File: src/hdl/btpd_pkg.sv
`timescale 1ns / 1ps
// ---------------------------------------------------------------------------
// btpd_pkg
// Shared types and fixed constants of the band tone peak detector: register
// indexes, register reset values and widths of the fixed-size fields.
// ---------------------------------------------------------------------------
package btpd_pkg;

  // Configuration port
  localparam int CFG_IDX_W  = 2;
  localparam int CFG_DATA_W = 17;

  // Register field widths
  localparam int BAND_W   = 17;
  localparam int LOG2_W   = 5;
  localparam int MARGIN_W = 16;

  // Margin factor (256 + margin) in Q9.8
  localparam int                  MARGIN_FRAC_W = 8;
  localparam int                  FACTOR_W      = 17;
  localparam logic [FACTOR_W-1:0] MARGIN_ONE    = 17'd256;

  // Saturating magnitude sum, split in a low and a high part for the margin product
  localparam int SUM_W    = 49;
  localparam int SUM_LO_W = 25;
  localparam int SUM_HI_W = SUM_W - SUM_LO_W;
  localparam int RHS_W    = FACTOR_W + SUM_W;

  // Result width
  localparam int PEAK_W = 32;

  // Bin queue between front and back
  localparam int QUEUE_DEPTH = 4;

  // Register reset values
  localparam logic [LOG2_W-1:0]   LOG2_RESET   = 5'd10;
  localparam logic [MARGIN_W-1:0] MARGIN_RESET = 16'd256;

  typedef enum logic [CFG_IDX_W-1:0] {
    CFG_BAND_START  = 2'd0,
    CFG_BAND_END    = 2'd1,
    CFG_LOG2_LENGTH = 2'd2,
    CFG_PEAK_MARGIN = 2'd3
  } cfg_idx_t;

  typedef struct packed {
    logic [BAND_W-1:0]   band_start;
    logic [BAND_W-1:0]   band_end;
    logic [LOG2_W-1:0]   log2_length;
    logic [MARGIN_W-1:0] peak_margin;
  } cfg_t;

endpackage

File: src/hdl/btpd_queue.sv
`timescale 1ns / 1ps
// ---------------------------------------------------------------------------
// btpd_queue
// Small bin queue between front and back. Read data is registered and valid
// the cycle after a pop.
// ---------------------------------------------------------------------------
module btpd_queue #(
  parameter int DATA_W = 66
) (
  input  logic              clk,
  input  logic              rst_n,
  input  logic              push,
  input  logic [DATA_W-1:0] wr_data,
  input  logic              pop,
  output logic [DATA_W-1:0] rd_data,
  output logic              full,
  output logic              empty
);
  import btpd_pkg::*;

  localparam int PTR_W = $clog2(QUEUE_DEPTH);
  localparam int CNT_W = PTR_W + 1;

  logic [DATA_W-1:0] mem [QUEUE_DEPTH];
  logic [DATA_W-1:0] rd_data_r;
  logic [PTR_W-1:0]  wr_ptr_r;
  logic [PTR_W-1:0]  rd_ptr_r;
  logic [CNT_W-1:0]  count_r;

  assign full    = (count_r == CNT_W'(QUEUE_DEPTH));
  assign empty   = (count_r == '0);
  assign rd_data = rd_data_r;

  // Write and registered read
  always_ff @(posedge clk) begin
    if (push) begin
      mem[wr_ptr_r] <= wr_data;
    end
    if (pop) begin
      rd_data_r <= mem[rd_ptr_r];
    end
  end

  // Track pointers and fill level
  always_ff @(posedge clk) begin
    if (!rst_n) begin
      wr_ptr_r <= '0;
      rd_ptr_r <= '0;
      count_r  <= '0;
    end else begin
      if (push) begin
        wr_ptr_r <= wr_ptr_r + PTR_W'(1);
      end
      if (pop) begin
        rd_ptr_r <= rd_ptr_r + PTR_W'(1);
      end
      if (push && !pop) begin
        count_r <= count_r + CNT_W'(1);
      end else if (pop && !push) begin
        count_r <= count_r - CNT_W'(1);
      end
    end
  end

endmodule

File: config.mk
export PLATFORM = sky130hd
export DESIGN_NAME = btpd_queue
export DESIGN_NICKNAME = d
export VERILOG_FILES = /design/src/hdl/btpd_pkg.sv /design/src/hdl/btpd_queue.sv
export SDC_FILE = /design/constraint.sdc
export NUM_CORES = 1
export LEC_CHECK = 0
export BUFFER_PORTS_ARGS = -buffer_cell sky130_fd_sc_hd__buf_2
export CAP_MARGIN = 40
export CORE_MARGIN = 2
export CORE_UTILIZATION = 28
export CTS_BUF_LIST = sky130_fd_sc_hd__clkbuf_16
export DETAILED_ROUTE_END_ITERATION = 7
export HOLD_SLACK_MARGIN = 0.06
export PLACE_DENSITY_LB_ADDON = 0.1
export RECOVER_POWER = 100
export SLEW_MARGIN = 15
export SYNTH_ARGS = -nofsm -noshare
export SYNTH_HDL_FRONTEND = slang
export SYNTH_SLANG_ARGS = --single-unit
File: constraint.sdc
create_clock -name clk -period 3.5 [get_ports clk]
set_input_delay 0.875 -clock clk [delete_from_list [all_inputs] [get_ports clk]]
set_output_delay 0.875 -clock clk [all_outputs]
set_load 0.01 [all_outputs]
# Word-level counts from Yosys, hierarchy flattened
# Memories as Yosys holds them, arrays and structs flattened. A register that Yosys moved wholly into a read port is not among the register bits.
# Index checks and enable logic that the tools add are counted.
dict set report classes {
  n_addsub 4
  multipliers 0
  div 0
  magnitude_cmp 0
  n_eq_ne 1
  shifts 0
  n_mux 4
  bitwise_logic 0
  reduce_logical 6
}
# operator n
set ops {}
lappend ops {{3-bit two-way mux} 2}
lappend ops {{2-bit by 1-bit adder with 2-bit output, second input constant} 2}
lappend ops {{3-bit by 1-bit adder with 3-bit output, second input constant} 1}
lappend ops {{3-bit equality test, second input constant} 1}
lappend ops {{3-bit zero test} 1}
lappend ops {{3-bit by 1-bit subtractor with 3-bit output, second input constant} 1}
lappend ops {{1-bit logical AND} 2}
lappend ops {{1-bit zero test} 2}
lappend ops {{1-bit two-way mux} 2}
lappend ops {{2-bit nonzero test} 1}
dict set report totals {
  regBits 7
  latchBits 0
  ramBits 264
  rom_bits 0
  in_bits 70
  output_inout_bits 68
  wordCells 19
  memories 1
}
# memory depth word_bits rd rd_ports_with_merged_regs wr line_no
set memory_table {}
lappend memory_table {mem 4 66 1 1 1 btpd_queue.sv:24} ;# logic [DATA_W-1:0] mem [QUEUE_DEPTH];

# Logic depth before layout (Yosys ltp)
dict set report logic_depth {
  depth_word 4
  mapped_depth 7
  depth_no_buf 7
}

# Worst setup path after synthesis
# OpenSTA, ideal clock, no wires.
dict set report synth_path {
  path_kind {input to register}
  startpoint {input push}
  endpoint {memory mem[0][0], enable pin}
  setup_time_ns 0.431
  arrival_ns 2.426
  t_required_ns 3.069
  path_slack_ns 0.643
  cell_stages 1
  path_buffers 0
  path_cell_list {and2_1}
}
dict set report synth_via {
  elab_chain_len 2
}
# element line_no
set synth_lines {}
lappend synth_lines {{from (decl)} btpd_queue.sv:12} ;# input logic push,
lappend synth_lines {{1-bit two-way mux} btpd_queue.sv:36} ;# if (push) begin
lappend synth_lines {{1-bit two-way mux (not written as such)} btpd_queue.sv:37} ;# mem[wr_ptr_r] <= wr_data;
lappend synth_lines {{to (decl)} btpd_queue.sv:24}
# Every way passes these cells.

# Worst setup path in the final report
dict set report layout_path {
  startpoint {input push}
  endpoint {memory mem[3][27], enable pin}
}
# The elaborated chain is that of the path after synthesis.

==> flow_metrics.env <==
export IMPL_cts_hold_buf=0
export IMPL_synth_largest_area_cell="edfxtp_1"
export IMPL_finalCriticalPeriod_ps=2780
export IMPL_synthAdderAreaFrac_pct=0.692
export IMPL_r2r_end="mem[3][27]"
export IMPL_dr_pass1_iters=4
export IMPL_final_setup_viol_count=0
export IMPL_synth_top_cell_area_share_pct=83.1
export IMPL_reg2reg_slack_ps=850
export IMPL_antenna_found_initial=4
export IMPL_syn_to_final_growth_pct=20.2
export IMPL_required_ps=3600
export IMPL_vias=5143
export IMPL_ys_seq_elements=337
export IMPL_cts_repair_resized=0
export IMPL_maxCapViolCount=3
export IMPL_mostFrequentLayoutCells="edfxtp_1 (330), clkbuf_1 (143), mux4_2 (66)"
export IMPL_ys_types=22
export IMPL_use_met1_pct=15.7
export IMPL_final_antenna_net_count=0
export IMPL_core_um2=42000
export IMPL_cts_sinks=337
export IMPL_dp_hpwl_um=15100
export IMPL_clock_skew_ps=16.7
export IMPL_mostFrequentLayoutCell="edfxtp_1"
export IMPL_synth_cells=451
export IMPL_die_area_um2=44300
export IMPL_syn_cell_area_um2=11900
export IMPL_finalWirelength_um=25300
export IMPL_path_class="in -> reg"
export IMPL_path_max_fanout=28
export IMPL_critPathArrivalTime_ps=2890
export IMPL_synth_seq_area_share_pct=84.3
export IMPL_worst_path_buf_inv=2
export IMPL_nets=703
export IMPL_dr_first_iter_drc_count=245
export IMPL_fp_row_count=75
export IMPL_n_fill_cell=3973
export IMPL_rr_startpoint="wr_ptr_r[0]"
export IMPL_crit_chain="clkbuf_1 -> and2_4 -> dlymetal6s2s_1"
export IMPL_io_pins=138
export IMPL_met3_usage_pct=3.59
export IMPL_yosys_top_cells_area="edfxtp_1 (83%), mux4_2 (12%), dfxtp_1 (1.2%)"
export IMPL_startpoint="push"
export IMPL_rsz0062_at_grt="false"
export IMPL_slowest_stage="dlymetal6s2s_1"
export IMPL_overflow=0
export IMPL_slew_violations=91
export IMPL_io_buffers=137
export IMPL_busiest_layer="met2"
export IMPL_clk_latency_ps=520
export IMPL_synth_top_family_by_area="multiplexers"
export IMPL_synth_compound_area_share_pct=0.105
export IMPL_setup_tns_ps=0
export IMPL_r2r_cells=3
export IMPL_fmax_mhz=359
export IMPL_cts_made_buffers=38
export IMPL_layout_drive_gt1_share_pct=19.8
export IMPL_p_per_area_nw_per_um2=651
export IMPL_tightest_slew_ps=2300
export IMPL_die_w_um=210
export IMPL_drc=0
export IMPL_violations="max-capacitance violations, max-slew violations"
export IMPL_cts_root_buf="clkbuf_16"
export IMPL_end_kind="flop"
export IMPL_gp_congestion=0.680
export IMPL_max_slew_margin_pct=-53.1
export IMPL_clockBufferDepth=3
export IMPL_muxShareOfSynthArea_pct=12.6
export IMPL_chipHeight_um=210
export IMPL_cts_setup_buffers=0
export IMPL_finalHoldViolCount=0
export IMPL_fin_crit_sh_pct=79.5
export IMPL_syn_num_nets=527
export IMPL_grtUsageTotal_pct=11.5
export IMPL_grt_pass1_vias=5593
export IMPL_power_total_w=0.00934
export IMPL_syn_area_per_cell_um2=26.4
export IMPL_initial_utilization_pct=28.4
export IMPL_gr_usage_met2_pct=17.6
export IMPL_slowest_delay_ps=1280
export IMPL_hold_path_class="reg -> reg"
export IMPL_clk_pin_slew_worst_paths_ps=60
export IMPL_via_per_inst=4.32
export IMPL_synth_xor_xnor_area_share_pct=0.367
export IMPL_hold_path_depth=2
export IMPL_outcome="finished, violations left"
export IMPL_grt_max_degree=41
export IMPL_peakVddDrop_uv=252
export IMPL_start_kind="primary input"
export IMPL_grt_pass1_wl_um=37000
export IMPL_h_tree_depth=2
export IMPL_hp_start="count_r[2]"
export IMPL_critical_path_top_delay_family="buffers and inverters"
export IMPL_p_leak_nw=4.49
export IMPL_worstHoldEndpoint="count_r[2]"
export IMPL_wire_per_inst_um=21.2
export IMPL_cts_tree="yes"
export IMPL_yosysWarnings=0
export IMPL_synth_simple_area_share_pct=0.713
worst max path at each step:
stage	end	depth (start not counted)
after floorplan	mem[0][0]	1
after global placement	count_r[2]	8
after detailed placement	count_r[2]	8
after CTS	full	2
after global routing	mem[1][28]	3
final	mem[3][27]	3
area by class of cell:
cell class | instances | area [um^2] | area share (%)
Clock buffer | 39 | 976 | 6.81
Sequential cell | 337 | 10100 | 70.1
Tap cell | 539 | 674 | 4.70
Clock inverter | 25 | 243 | 1.69
Inverter | 4 | 15.0 | 0.105
Timing Repair Buffer | 151 | 632 | 4.41
Antenna cell | 1 | 2.50 | 0.0175
Multi-Input combinational cell | 95 | 1740 | 12.1
cell families (layout without fill, tap and decap cells):
| group | after synthesis | count (layout) |
|---|---|---|
| XOR/XNOR | 5 | 5 |
| other | 0 | 1 |
| multiplexers | 68 | 68 |
| buffers and inverters | 19 | 219 |
| AO/OA/AOI/OAI | 2 | 2 |
| flip-flops | 337 | 337 |
| AND/OR/NAND/NOR | 14 | 14 |
| adder cells (fa/ha/maj) | 6 | 6 |
layer usage:
metal  part of all wire, %  routed length (um)
met5                  0.22                  55
met4                   2.4                 595
met3                   6.6                1670
met1                    46               11600
met2                    45               11300
power breakdown:
part           total (W)  internal (W)  leakage, nW  switching [W]
Combinational   0.000609      0.000258        0.738       0.000351
Sequential       0.00482       0.00472         3.13       0.000101
Clock            0.00391       0.00238        0.618        0.00153
Total            0.00934       0.00735         4.49        0.00199
registers in the layout (all words and copies together) (netlist names):
signal,count
mem,264
rd_data,66
count_r,3
rd_ptr_r,2
wr_ptr_r,2
cell usage after synthesis (all sizes together):
master  number
edfxtp     330
mux4        66
buf         15
and2         8
dfxtp        7
ha           5
inv          4
xor2         3
mux2i        2
nor2b        2
xnor2        2
a21boi       1
fa           1
nand2        1
nor3         1
nor3b        1
o21ai        1
or3          1
worst reg2reg max path, stage by stage, from the launching register on:
cell and delay (ps):
dfxtp_1 390, ha_1 180, and2_4 370, dlymetal6s2s_1 1280
metrics by stage:
step	cell area [um^2]	worst slack (ps)	hold WS (ps)	util [%]	cells
2_1_floorplan	11900	643	473	-	451
3_3_place_gp	13300	1060	504	31.7	1125
3_5_place_dp	13400	1070	521	31.8	1126
4_1_cts	14600	1020	526	34.7	1190
5_1_grt	14300	538	569	34.1	1190
6_report	14300	716	526	34.1	1191
No activity file was read; power rests on OpenSTA's default activity.
