$ cat config.mk
export PLATFORM = sky130hd
export DESIGN_NAME = btpd_front
export DESIGN_NICKNAME = d
export VERILOG_FILES = /design/src/hdl/btpd_pkg.sv /design/src/hdl/btpd_front.sv
export SDC_FILE = /design/constraint.sdc
export NUM_CORES = 1
export LEC_CHECK = 0
export BUFFER_PORTS_ARGS = -buffer_cell sky130_fd_sc_hd__buf_2
export CORE_ASPECT_RATIO = 0.7
export CORE_MARGIN = 2
export CORE_UTILIZATION = 42
export DETAILED_ROUTE_END_ITERATION = 7
export HOLD_SLACK_MARGIN = 0.1
export PLACE_DENSITY_LB_ADDON = 0.15
export REMOVE_ABC_BUFFERS = 1
export SLEW_MARGIN = 15
export SYNTH_ARGS = -nofsm -noshare
export SYNTH_HDL_FRONTEND = slang
export SYNTH_SLANG_ARGS = --single-unit
$ cat constraint.sdc
create_clock -name clk -period 3.8 [get_ports clk]
set_input_delay 0.76 -clock clk [delete_from_list [all_inputs] [get_ports clk]]
set_output_delay 0.76 -clock clk [all_outputs]
set_load 0.1 [all_outputs]
$ cat src/hdl/btpd_pkg.sv
`timescale 1ns / 1ps
// ---------------------------------------------------------------------------
// btpd_pkg
// Shared types and fixed constants of the band tone peak detector: register
// indexes, register reset values and widths of the fixed-size fields.
// ---------------------------------------------------------------------------
package btpd_pkg;

  // Configuration port
  localparam int CFG_IDX_W  = 2;
  localparam int CFG_DATA_W = 17;

  // Register field widths
  localparam int BAND_W   = 17;
  localparam int LOG2_W   = 5;
  localparam int MARGIN_W = 16;

  // Margin factor (256 + margin) in Q9.8
  localparam int                  MARGIN_FRAC_W = 8;
  localparam int                  FACTOR_W      = 17;
  localparam logic [FACTOR_W-1:0] MARGIN_ONE    = 17'd256;

  // Saturating magnitude sum, split in a low and a high part for the margin product
  localparam int SUM_W    = 49;
  localparam int SUM_LO_W = 25;
  localparam int SUM_HI_W = SUM_W - SUM_LO_W;
  localparam int RHS_W    = FACTOR_W + SUM_W;

  // Result width
  localparam int PEAK_W = 32;

  // Bin queue between front and back
  localparam int QUEUE_DEPTH = 4;

  // Register reset values
  localparam logic [LOG2_W-1:0]   LOG2_RESET   = 5'd10;
  localparam logic [MARGIN_W-1:0] MARGIN_RESET = 16'd256;

  typedef enum logic [CFG_IDX_W-1:0] {
    CFG_BAND_START  = 2'd0,
    CFG_BAND_END    = 2'd1,
    CFG_LOG2_LENGTH = 2'd2,
    CFG_PEAK_MARGIN = 2'd3
  } cfg_idx_t;

  typedef struct packed {
    logic [BAND_W-1:0]   band_start;
    logic [BAND_W-1:0]   band_end;
    logic [LOG2_W-1:0]   log2_length;
    logic [MARGIN_W-1:0] peak_margin;
  } cfg_t;

endpackage

$ cat src/hdl/btpd_front.sv
`timescale 1ns / 1ps
// ---------------------------------------------------------------------------
// btpd_front
// Accepts spectrum bins, numbers them, marks bins inside the search band and
// pushes magnitude-ready absolute parts into the bin queue.
// ---------------------------------------------------------------------------
module btpd_front #(
  parameter int BIN_WIDTH = 32,
  parameter int CNT_W     = 17,
  parameter int CMP_W     = 17
) (
  input  logic                        clk,
  input  logic                        rst_n,
  input  logic                        in_valid,
  output logic                        in_ready,
  input  logic signed [BIN_WIDTH-1:0] in_bin_real,
  input  logic signed [BIN_WIDTH-1:0] in_bin_imag,
  input  logic                        in_last_bin,
  input  btpd_pkg::cfg_t              cfg,
  input  logic [CMP_W-1:0]            band_end_eff,
  input  logic                        q_full,
  output logic                        q_push,
  output logic [2*BIN_WIDTH+1:0]      q_wr_data
);
  import btpd_pkg::*;

  logic [CNT_W-1:0]     bin_cnt_r;
  logic [CNT_W-1:0]     bin_cnt_nxt;
  logic [BIN_WIDTH-1:0] re_u;
  logic [BIN_WIDTH-1:0] im_u;
  logic [BIN_WIDTH-1:0] abs_re;
  logic [BIN_WIDTH-1:0] abs_im;
  logic [CMP_W-1:0]     idx_ext;
  logic                 in_band;

  // Accept while the queue has room
  assign in_ready = !q_full;
  assign q_push   = in_valid && in_ready;

  // Take absolute values of both parts
  assign re_u   = in_bin_real;
  assign im_u   = in_bin_imag;
  assign abs_re = re_u[BIN_WIDTH-1] ? (~re_u + BIN_WIDTH'(1)) : re_u;
  assign abs_im = im_u[BIN_WIDTH-1] ? (~im_u + BIN_WIDTH'(1)) : im_u;

  // Classify the bin against the band
  assign idx_ext = CMP_W'(bin_cnt_r);
  assign in_band = (idx_ext >= CMP_W'(cfg.band_start)) && (idx_ext < band_end_eff);

  assign q_wr_data = {abs_re, abs_im, in_last_bin, in_band};

  // Advance the bin number, restart after the last bin
  assign bin_cnt_nxt = in_last_bin ? '0 : bin_cnt_r + CNT_W'(1);

  always_ff @(posedge clk) begin
    if (!rst_n) begin
      bin_cnt_r <= '0;
    end else if (q_push) begin
      bin_cnt_r <= bin_cnt_nxt;
    end
  end

endmodule

# Yosys cells after proc, flatten, opt, wreduce, memory -nomap -nowiden
# Cells that the tools add are included.
[word_totals]
ff_bits = 17
latch_bits = 0
ram_bits = 0
rom_bits = 0
in_bits = 141
output_inout_bits = 68
wordCells = 14
n_memories = 0
[op_classes]
add_sub_neg = 3
multipliers = 0
n_div = 0
n_lt_le_gt_ge = 2
eq_ne = 0
shift = 0
muxes = 3
bitwise = 2
n_reduce_logical = 3
[op_table]
columns = ["cell", "count"]
rows = [
  ["32-bit by 1-bit adder with 32-bit output, second input constant", 2],
  ["32-bit two-way mux", 2],
  ["32-bit inverter", 2],
  ["17-bit by 1-bit adder with 17-bit output, second input constant", 1],
  ["17-bit >= comparator", 1],
  ["17-bit less-than comparator", 1],
  ["17-bit two-way mux", 1],
  ["1-bit logical AND", 2],
  ["1-bit logical NOT", 1],
]

# Logic depth before layout (Yosys ltp)
# Gate-level depths: netlist of run 1.
[logic_depth]
ltp_word = 3
mapped_depth = 8
mapped_depth_nobuf = 7

# Worst setup path after synthesis of run 1
# Ideal clock, no wire load.
[synth_path]
kind = "in2out"
start = "input port in_bin_real[18]"
end = "output port q_wr_data[65]"
arrival_ps = 4907
required_ps = 3040
setup_slack_ps = -1867
stages = 5
path_buffers = 1
cell_sequence = "or4_4 > or4_4 > buf_6 > nand4bb_4 > nor4_1"
[synth_via]
elab_chain_cells = 3
[synth_rtl]
columns = ["item", "line_no", "rtl"]
rows = [
  ["from (decl)", "btpd_front.sv:16", "input logic signed [BIN_WIDTH-1:0] in_bin_real,"],
  ["32-bit inverter", "btpd_front.sv:43", "assign abs_re = re_u[BIN_WIDTH-1] ? (~re_u + BIN_WIDTH'(1)) : re_u;"],
  ["32-bit by 1-bit adder with 32-bit output", "btpd_front.sv:43", ""],
  ["32-bit two-way mux", "btpd_front.sv:43", ""],
  ["to (decl)", "btpd_front.sv:23", "output logic [2*BIN_WIDTH+1:0] q_wr_data"],
]
# No other way between the ends.

# Worst setup path in the final report of run 1
[layout_path]
start = "input port in_bin_real[18]"
end = "output port q_wr_data[62]"
# The elaborated chain is that of the path after synthesis.

==> impl_metrics.py, run 1 <==
metrics = {
    "timing": {
        "hold_viol_final": 0,
        "finalCritPeriodShare_pct": 95.35,
        "finalSetupViolCount": 0,
        "finalSetupTns_ns": 0,
        "skew_ns": 0.003214,
        "worst_pin_slew_ns": 0.6943,
        "timing.slew.headroom_pct": 53.29,
        "maxClockFrequency_ghz": 0.2760,
        "timing.final.max_slew_violations": 0,
        "rsz0062_at_grt": "no",
        "holdWs_ns": 0.5642,
        "fin_ws_ns": 0.1768,
        "post-route-min-period_ns": 3.623,
    },
    "clock_tree": {
        "cts-hold-fix-buffers": 0,
        "numClockSinks": 17,
        "cts.clk_slew.worst_paths_ns": 0.07,
        "clockBufferDepth": 2,
        "htreeDepth": 1,
        "cts_tree": "built",
        "clk_latency_ns": 0.26,
        "cts_root_buf": "clkbuf_8",
        "cts_made_buffers": 3,
    },
    "power_and_ir_drop": {
        "power.share.clock_pct": 10.8,
        "power_density_mw_per_mm2": 287.4,
        "netSwitchingFraction_pct": 59.13,
        "leakagePower_nw": 2.110,
        "p_int_uw": 518.7,
        "p_switching_uw": 750.5,
        "seq_power_share_pct": 14.3,
        "ir_worst_vdd_mv": 0.2208,
        "power_frac_comb_pct": 74.9,
    },
    "die": {
        "die-area_mm2": 0.007581,
        "ioPinCount": 209,
        "coreArea_mm2": 0.006725,
        "die_x_um": 103.2,
        "initial_core_util_pct": 43.03,
        "die-height_um": 73.45,
        "num_rows": 25,
    },
    "synthesis": {
        "synth.avg_cell_area_um2": 7.596,
        "ys.flop_type": "dfxtp_1",
        "seq_area_frac_synth_pct": 11.76,
        "netlist_area_mm2": 0.002894,
        "ys_warn_count": 0,
        "synth_cell_types": 45,
        "ys_seq_elements": 17,
        "synth_edf_count": 0,
        "syn_inst": 381,
        "ys_async_sr_fraction_pct": 0,
    },
    "grt": {
        "grt_pass1_vias": 3111,
        "antenna_found_initial": 0,
        "grt_first_pass_wirelength_mm": 13.95,
        "grt_overflow": 0,
        "grt_util_all_layers_pct": 22.73,
        "grt_max_degree": 32,
    },
    "detailed_routing": {
        "viasPerCell": 5.208,
        "drtAntennaViolNets": 0,
        "drc": 0,
        "dr.pass1.iters": 5,
        "dr_total_vias": 3333,
        "post_drt_wl_per_cell_um": 13.57,
        "drt_iter0_markers": 101,
        "wirelength_mm": 8.685,
    },
    "worst_setup_path": {
        "r2r_end": "bin_cnt_r[16]",
        "cpLargestDelayFamily": "simple AND/OR/NAND/NOR gates",
        "cp.depth": 7,
        "cp-end-kind": "output port",
        "reg2regPathDepth": 5,
        "critPathKind": "input port to output port",
        "r2r_slack_ns": 1.88,
        "cp.arrival_ns": 2.86,
        "cp_max_fo": 7,
        "regToRegStartpoint": "bin_cnt_r[7]",
        "crit_top_cell": "or4_4",
        "path_buf_inv": 2,
        "critPathLaunchType": "input port",
        "max_stage_delay_ns": 0.54,
        "crit_path_cell_trace": "buf_2 -> or4_4 -> or4_4 -> or4_4 -> o21ai_2 -> xnor2_1 -> buf_12",
        "cp_slowest_cell": "or4_4",
        "required_ns": 3.04,
    },
    "min_path": {
        "min_path_type": "flip-flop to flip-flop",
        "worst_hold_path.endpoint": "bin_cnt_r[11]",
        "hold_start": "bin_cnt_r[11]",
        "holdPathStages": 2,
    },
    "placement": {
        "placed_cell_area_mm2": 0.004343,
        "place_hpwl_mm": 7.458,
        "io_buffers": 170,
        "dp_cells": 636,
        "gp_congestion": 0.8561,
        "place_ws_ns": 0.1051,
    },
    "finish": {
        "area_growth_pct": 52.62,
        "top_regs": "bin_cnt_r x17",
        "fin_area_mm2": 0.004417,
        "nets": 724,
        "antenna_cells": 0,
        "largest-register": "bin_cnt_r",
        "nFillCells": 575,
        "regArea_um2": 340.3,
        "layout-drive-gt1-share_pct": 35.16,
        "fin_cells": 640,
        "multiInputGateArea_mm2": 0.002352,
        "largest_reg_flops": 17,
    },
    "outcome": {
        "status": "finished clean",
    },
    "flow_run": {
        "cap_violations": 0,
    },
}
==> metal layers <==
metal | vias to the layer above | global-route usage (%) | part of all wire (%)
li1 | 1687 | - | -
met1 | 1520 | 29.67 | 46
met2 | 114 | 38.38 | 46
met3 | 12 | 5.994 | 7.6
met4 | 0 | 3.801 | 1.3
met5 | - | 0 | 0
==> metrics by stage <==
stage	utilization, %	power, mW
after detailed placement	64.58	1.136
after floorplan	-	0.8152
final	65.67	1.269
after global placement	64.58	1.126
after CTS	65.27	1.272
after global routing	65.67	1.316
==> kinds of logic (layout without fill, tap and decap cells) <==
group	count (synthesis)	after routing	synth area share [%]
AOI/OAI and AO/OA	80	80	18.55
xor gates and xnor gates	72	72	21.79
and+or+nand+nor	121	121	24.08
adders and majority gates	36	36	15.56
buffers and inverters	54	219	7.912
muxes	1	1	0.3459
DFF	17	17	11.76
==> worst min-delay path, delay by kind of cell, from the launching register on <==
| kind | cells | cell delay [ns] |
|---|---|---|
| compound gates | 2 | 0.16 |
| flops | 1 | 0.36 |
==> power by group through the flow <==
stage / registers, mW / logic, mW / clock network [mW]
detailed placement: 0.185 / 0.950 / 0
global route: 0.181 / 0.985 / 0.149
floorplan: 0.185 / 0.631 / 0
CTS: 0.181 / 0.952 / 0.139
finish: 0.181 / 0.951 / 0.137
global placement: 0.185 / 0.941 / 0
==> cells in the final DEF, fill, tap and decap left out, types with 2 or more instances in the layout <==
| master | instances |
|---|---|
| nor2b_1 | 2 |
| o41ai_2 | 4 |
| nor4_1 | 6 |
| a21o_1 | 5 |
| nand3b_1 | 5 |
| inv_1 | 41 |
| or3_1 | 9 |
| o21ai_0 | 23 |
| dfxtp_1 | 17 |
| ha_1 | 36 |
| a21oi_1 | 14 |
| o41ai_1 | 4 |
| nor2_1 | 23 |
| a211oi_1 | 2 |
| a2111oi_0 | 2 |
| clkbuf_8 | 3 |
| o21ai_1 | 4 |
| nand2b_1 | 4 |
| xnor2_1 | 59 |
| or4_1 | 7 |
| nand4_1 | 12 |
| buf_12 | 35 |
| nand3_1 | 3 |
| xor2_1 | 13 |
| and4_1 | 2 |
| and3_1 | 4 |
| or4_4 | 3 |
| buf_4 | 4 |
| o31ai_1 | 16 |
| buf_2 | 135 |
| nand2_1 | 29 |
| nor3_1 | 5 |
==> Yosys cell counts (2+ instances only) <==
master      n  share of area, %
xnor2_1    59                18
inv_1      41               5.3
ha_1       36                16
nand2_1    29               3.8
nor2_1     23               3.0
o21ai_0    23               4.0
dfxtp_1    17                12
o31ai_1    16               4.2
a21oi_1    14               2.4
xor2_1     13               3.9
nand4_1    12               2.6
or3_1       9               1.9
o41ai_1     7               2.1
or4_1       7               1.8
nor3_1      6               1.0
nor4_1      6               1.3
a21o_1      5               1.3
buf_4       5               1.3
clkbuf_1    5              0.65
nand3b_1    5               1.3
and3_1      4              0.86
nand2b_1    4              0.86
o21ai_1     4              0.69
nand3_1     3              0.52
or4_4       3               1.2
a2111oi_0   2              0.61
a211oi_1    2              0.52
and4_1      2              0.61
buf_1       2              0.26
nor2b_1     2              0.43
==> layout make-up <==
class | instances | area share [%]
multi-input combinational | 310 | 53.26
clock inverter | 1 | 0.1133
inverter | 41 | 3.484
sequential | 17 | 7.705
tap | 94 | 2.663
timing repair buffer | 174 | 31.84
clock buffer | 3 | 0.9348
==> worst max-delay path by stage <==
stage,start,end,slack (ns)
2_1_floorplan,in_bin_real[18],q_wr_data[65],-1.80
3_5_place_dp,in_bin_real[1],q_wr_data[52],0.11
3_3_place_gp,in_bin_imag[18],q_wr_data[31],0.19
5_1_grt,in_bin_imag[18],q_wr_data[31],0.004
4_1_cts,in_bin_real[1],q_wr_data[52],0.1
6_report,in_bin_real[18],q_wr_data[62],0.18
==> what timing repair did <==
item | in CTS | in global routing
gates resized for setup | 0 | 4
buffers inserted | 0 | 0
setup endpoints to repair | 0 | 4
No activity file was read; power rests on OpenSTA's default activity.
==> inputs of run 2 (changes only) <==
Settings changed: CORE_UTILIZATION 42 to 45.
Clock period 3.8 ns to 4.24 ns, I/O delays scaled along.
==> run 2 against run 1 <==
Net effect: non-clock buffer count shrank 1; hold slack got worse by 0.0079 ns; utilization fell by 1.8 points; total power fell by 18%; critical path type unchanged.
==> impl_metrics.py, run 2 (same netlist as run 1, synthesis figures left out) <==
metrics = {
    "outcome": {
        "status": "finished clean",
    },
    "finish": {
        "antenna_cells": 0,
        "nets": 723,
        "final_cell_mix": "buf_2, xnor2_1, inv_1",
        "layout-drive-gt1-share_pct": 34.13,
        "largest_reg_flops": 17,
        "top_regs": "bin_cnt_r x17",
        "mostFrequentLayoutCell": "buf_2",
        "largest-register": "bin_cnt_r",
        "area_growth_pct": 37.18,
    },
    "clock_tree": {
        "clk_latency_ns": 0.25,
        "cts_tree": "built",
        "post_cts_resized": 0,
        "cts.clk_slew.worst_paths_ns": 0.06,
        "cts_root_buf": "clkbuf_8",
        "cts-hold-fix-buffers": 0,
        "htreeDepth": 1,
        "numClockSinks": 17,
        "clockBufferDepth": 2,
        "cts_made_buffers": 3,
        "cts_setup_buffers": 0,
    },
    "detailed_routing": {
        "wirelength_mm": 8.185,
        "viasPerCell": 5.242,
        "drt_iter0_markers": 136,
        "drc": 0,
        "post_drt_wl_per_cell_um": 13.14,
        "drtAntennaViolNets": 0,
        "dr.pass1.iters": 4,
        "dr_total_vias": 3266,
    },
    "die": {
        "num_rows": 24,
        "initial_core_util_pct": 46.56,
        "coreArea_mm2": 0.006216,
        "ioPinCount": 209,
        "die_x_um": 99.85,
        "die-height_um": 71.10,
        "die-area_mm2": 0.007099,
    },
    "worst_setup_path": {
        "cp.arrival_ns": 3.11,
        "critPathKind": "input port to output port",
        "path_buf_inv": 2,
        "critPathLaunchType": "input port",
        "required_ns": 3.39,
        "crit_path_cell_trace": "buf_2 -> or4_4 -> or4_4 -> or3_4 -> o21ai_1 -> xnor2_1 -> buf_2",
        "max_stage_delay_ns": 0.52,
        "cpLargestDelayFamily": "simple AND/OR/NAND/NOR gates",
        "cp_slowest_cell": "or4_4",
        "cp_max_fo": 7,
        "cp-end-kind": "output port",
    },
    "power_and_ir_drop": {
        "power_density_mw_per_mm2": 263.1,
        "p_switching_uw": 651.7,
        "seq_power_share_pct": 15.5,
        "p_int_uw": 392.6,
        "ir_worst_vdd_mv": 0.2328,
        "leakagePower_nw": 1.956,
        "power_mw": 1.044,
        "power_frac_comb_pct": 72.9,
        "netSwitchingFraction_pct": 62.41,
        "power.share.clock_pct": 11.5,
    },
    "grt": {
        "grt_util_all_layers_pct": 22.94,
        "grt_overflow": 0,
        "grt_busiest_layer": "met2",
        "grt_first_pass_wirelength_mm": 13.57,
        "gr-usage-met2_pct": 39.64,
        "use_met3_pct": 4.644,
        "grt_pass1_vias": 3006,
        "grt_max_degree": 32,
        "use_met1_pct": 30.65,
        "antenna_found_initial": 0,
    },
    "timing": {
        "finalCritPeriodShare_pct": 93.30,
        "timing.slew.headroom_pct": 57.18,
        "worst_pin_slew_ns": 0.6365,
        "timing.final.max_slew_violations": 0,
        "post-route-min-period_ns": 3.956,
        "hold_viol_final": 0,
        "skew_ns": 0.002393,
        "fin_ws_ns": 0.2841,
        "finalSetupViolCount": 0,
        "rsz0062_at_grt": "no",
        "maxClockFrequency_ghz": 0.2528,
    },
    "placement": {
        "gp_congestion": 0.8512,
        "place_hpwl_mm": 6.989,
        "place_ws_ns": 0.2994,
        "io_buffers": 170,
    },
    "min_path": {
        "min_path_type": "flip-flop to flip-flop",
    },
    "flow_run": {
        "cap_violations": 0,
    },
}
## run 2: power groups by stage
stage	Sequential, mW	Combinational [mW]	Clock, mW
floorplan	0.165	0.565	0
detailed placement	0.166	0.762	0
global placement	0.166	0.756	0
CTS	0.162	0.763	0.125
finish	0.162	0.761	0.121
global route	0.162	0.793	0.131
## run 2: worst paths after layout
| kind | cells after the start | endpoint | from | slack (ns) |
|---|---|---|---|---|
| setup / recovery | 7 | q_wr_data[58] | in_bin_real[16] | 0.28 |
| hold / removal | 2 | bin_cnt_r[11] | bin_cnt_r[11] | 0.56 |
| setup reg to reg | 5 | bin_cnt_r[16] | bin_cnt_r[7] | 2.40 |
| hold reg to reg | 2 | bin_cnt_r[11] | bin_cnt_r[11] | 0.56 |
## run 2: cell type report
class / instances / area, um^2
well taps: 78 / 97.59
repair buffers: 173 / 1008
flip-flops and latches: 17 / 340.3
inverters: 41 / 153.9
fillers: 597 / 2246
multi-input cells: 310 / 2325
clock buffers: 4 / 45.04
## run 2: stage by stage
| step | cell area, um^2 | std cells | hold slack [ns] | utilization [%] | TNS, ns |
|---|---|---|---|---|---|
| after floorplan | 2819 | 368 | 0.4906 | - | -3.563 |
| after global placement | 3925 | 619 | 0.5343 | 63.14 | 0 |
| after detailed placement | 3925 | 619 | 0.5443 | 63.14 | 0 |
| after CTS | 3970 | 623 | 0.5555 | 63.87 | 0 |
| after global routing | 3970 | 623 | 0.5995 | 63.87 | 0 |
| final | 3970 | 623 | 0.5562 | 63.87 | 0 |
## run 2: worst register-to-register path: cells and delay by family, from the launching register on
kind	cells	cell delay (ns)
xor gates and xnor gates	1	0.18
DFF	1	0.46
and+or+nand+nor	4	1.07
## run 2: metal layers
layer / vias to the layer above / wire length, um
met4: 0 / 53
met2: 120 / 3692
met3: 6 / 606
li1: 1690 / -
met5: - / 0
met1: 1450 / 3832
==> inputs of run 3 (changes only) <==
Settings changed: CORE_MARGIN 2 to 10.
==> run 3 against run 2 <==
Net effect: utilization barely moved; clock skew rose by 0.0021 ns; final cell count unchanged; fmax up 0.32%; critical path depth stayed put; die area is 42% higher; hold slack improved by 0.011 ns; clock power is essentially flat; total power up 0.62%; via count grew 1.2%; setup slack gained 0.013 ns; largest power group unchanged.
==> impl_metrics.py, run 3 (same netlist as run 1, synthesis figures left out) <==
metrics = {
    "power_and_ir_drop": {
        "netSwitchingFraction_pct": 62.34,
        "leakagePower_nw": 1.963,
        "power.share.clock_pct": 11.4,
        "seq_power_share_pct": 15.4,
        "power_frac_comb_pct": 73.2,
        "power_mw": 1.051,
        "power_density_mw_per_mm2": 263.3,
        "p_int_uw": 395.7,
        "ir_worst_vdd_mv": 0.1892,
        "p_switching_uw": 655.1,
    },
    "flow_run": {
        "cap_violations": 0,
    },
    "detailed_routing": {
        "dr_total_vias": 3304,
        "drtAntennaViolNets": 0,
        "drt_iter0_markers": 148,
        "drc": 0,
        "dr.pass1.iters": 4,
        "viasPerCell": 5.303,
        "post_drt_wl_per_cell_um": 15.19,
        "wirelength_mm": 9.461,
    },
    "worst_setup_path": {
        "cp-end-kind": "output port",
        "r2r_end": "bin_cnt_r[16]",
        "critPathKind": "input port to output port",
        "r2r_slack_ns": 2.29,
        "max_stage_delay_ns": 0.52,
        "cp_max_fo": 5,
        "cp.arrival_ns": 3.10,
        "crit_top_cell": "buf_2",
        "cp_slowest_cell": "nor3_1",
        "required_ns": 3.39,
        "crit_path_cell_trace": "buf_2 -> or3_1 -> nor3_1 -> nand3_1 -> o41ai_1 -> xnor2_1 -> buf_2",
        "reg2regPathDepth": 5,
        "critPathLaunchType": "input port",
        "regToRegStartpoint": "bin_cnt_r[7]",
    },
    "clock_tree": {
        "clk_latency_ns": 0.25,
        "clockBufferDepth": 2,
        "cts_made_buffers": 3,
        "cts_root_buf": "clkbuf_8",
        "cts.clk_slew.worst_paths_ns": 0.06,
        "cts_tree": "built",
        "htreeDepth": 1,
        "numClockSinks": 17,
    },
    "finish": {
        "largest-register": "bin_cnt_r",
        "antenna_cells": 0,
        "fin_cells": 623,
        "fin_area_mm2": 0.003990,
        "finish.utilization_pct": 63.88,
        "nets": 723,
        "largest_reg_flops": 17,
        "layout-drive-gt1-share_pct": 34.13,
        "top_regs": "bin_cnt_r x17",
        "final_cell_mix": "buf_2, xnor2_1, inv_1",
        "area_growth_pct": 37.87,
        "nFillCells": 565,
        "mostFrequentLayoutCell": "buf_2",
    },
    "placement": {
        "dp_cells": 619,
        "gp_congestion": 0.8349,
        "placed_cell_area_mm2": 0.003940,
        "place_hpwl_mm": 8.359,
        "io_buffers": 170,
    },
    "min_path": {
        "worst_hold_path.endpoint": "bin_cnt_r[9]",
        "min_path_type": "flip-flop to flip-flop",
        "hold_start": "bin_cnt_r[9]",
        "holdPathStages": 2,
    },
    "timing": {
        "maxClockFrequency_ghz": 0.2536,
        "timing.slew.headroom_pct": 48.43,
        "hold_viol_final": 0,
        "finalSetupViolCount": 0,
        "timing.final.max_slew_violations": 0,
        "worst_pin_slew_ns": 0.7665,
        "post-route-min-period_ns": 3.943,
        "rsz0062_at_grt": "no",
        "skew_ns": 0.004480,
        "finalCritPeriodShare_pct": 93.00,
    },
    "die": {
        "num_rows": 24,
        "coreArea_mm2": 0.006246,
        "ioPinCount": 209,
        "die-area_mm2": 0.01009,
        "die_x_um": 115.9,
        "die-height_um": 87.10,
        "initial_core_util_pct": 46.33,
    },
    "grt": {
        "antenna_found_initial": 1,
        "grt_first_pass_wirelength_mm": 15.27,
        "grt_overflow": 0,
        "grt_pass1_vias": 3294,
        "grt_max_degree": 32,
        "grt_util_all_layers_pct": 18.03,
    },
    "outcome": {
        "status": "finished clean",
    },
}
[run 3: cell types whose count changed in the layout (fill, tap and decap cells not counted)]
cell | previous run | this run
clkbuf_4 | 0 | 2
buf_12 | 9 | 10
buf_2 | 161 | 158
[run 3: power by group through the flow]
stage / sequential, mW / combinational (mW) / clock (mW)
6_report: 0.162 / 0.769 / 0.120
3_5_place_dp: 0.166 / 0.771 / 0
3_3_place_gp: 0.166 / 0.764 / 0
5_1_grt: 0.162 / 0.802 / 0.132
2_1_floorplan: 0.165 / 0.565 / 0
4_1_cts: 0.162 / 0.772 / 0.120
[run 3: critical path: cells and delay by family]
family	cells	cell delay [ns]
AO/OA/AOI/OAI	1	0.35
XOR/XNOR	1	0.16
buffers and inverters	2	0.56
AND/OR/NAND/NOR	3	1.15
[run 3: layout make-up]
cell class | instances | area [um^2] | share of cell area, %
multi-input cells | 310 | 2325 | 58.26
repair buffers | 173 | 1028 | 25.78
flip-flops and latches | 17 | 340.3 | 8.529
inverters | 41 | 153.9 | 3.857
well taps | 78 | 97.59 | 2.446
clock buffers | 4 | 45.04 | 1.129
[run 3: how the worst max path moves through the flow]
stage                                to  slack, ns             from  cells after the start
after floorplan           q_wr_data[65]      -1.54  in_bin_real[18]                      4
after global placement    q_wr_data[64]       0.34   in_bin_real[1]                      9
after detailed placement  q_wr_data[52]       0.28   in_bin_real[1]                      9
after CTS                 q_wr_data[52]       0.27   in_bin_real[1]                      9
after global routing      q_wr_data[52]       0.03   in_bin_real[1]                      9
final                     q_wr_data[21]       0.30   in_bin_imag[4]                      7
[run 3: routing by layer]
layer  routed length (um)  vias to the layer above  GRT usage, %  share of wire [%]
li1                     -                     1683             -                  -
met1                 3925                     1504         20.89                 41
met2                 4595                      103         31.94                 49
met3                  776                       12         5.854                8.2
met4                  149                        2         3.284                1.6
met5                   13                        -             0               0.14
[run 3: through the flow]
stage | TNS, ns | hold slack, ns | setup WS (ns)
final | 0 | 0.5670 | 0.2967
after global routing | 0 | 0.5900 | 0.02693
after CTS | 0 | 0.5571 | 0.2729
after detailed placement | 0 | 0.5471 | 0.2846
after global placement | 0 | 0.5366 | 0.3427
after floorplan | -3.563 | 0.4906 | -1.538
[run 3: timing repair]
action	in CTS	in global routing
resized for setup	0	2
hold buffers	0	0
endpoints found under the setup margin	0	2
buffers inserted	0	0
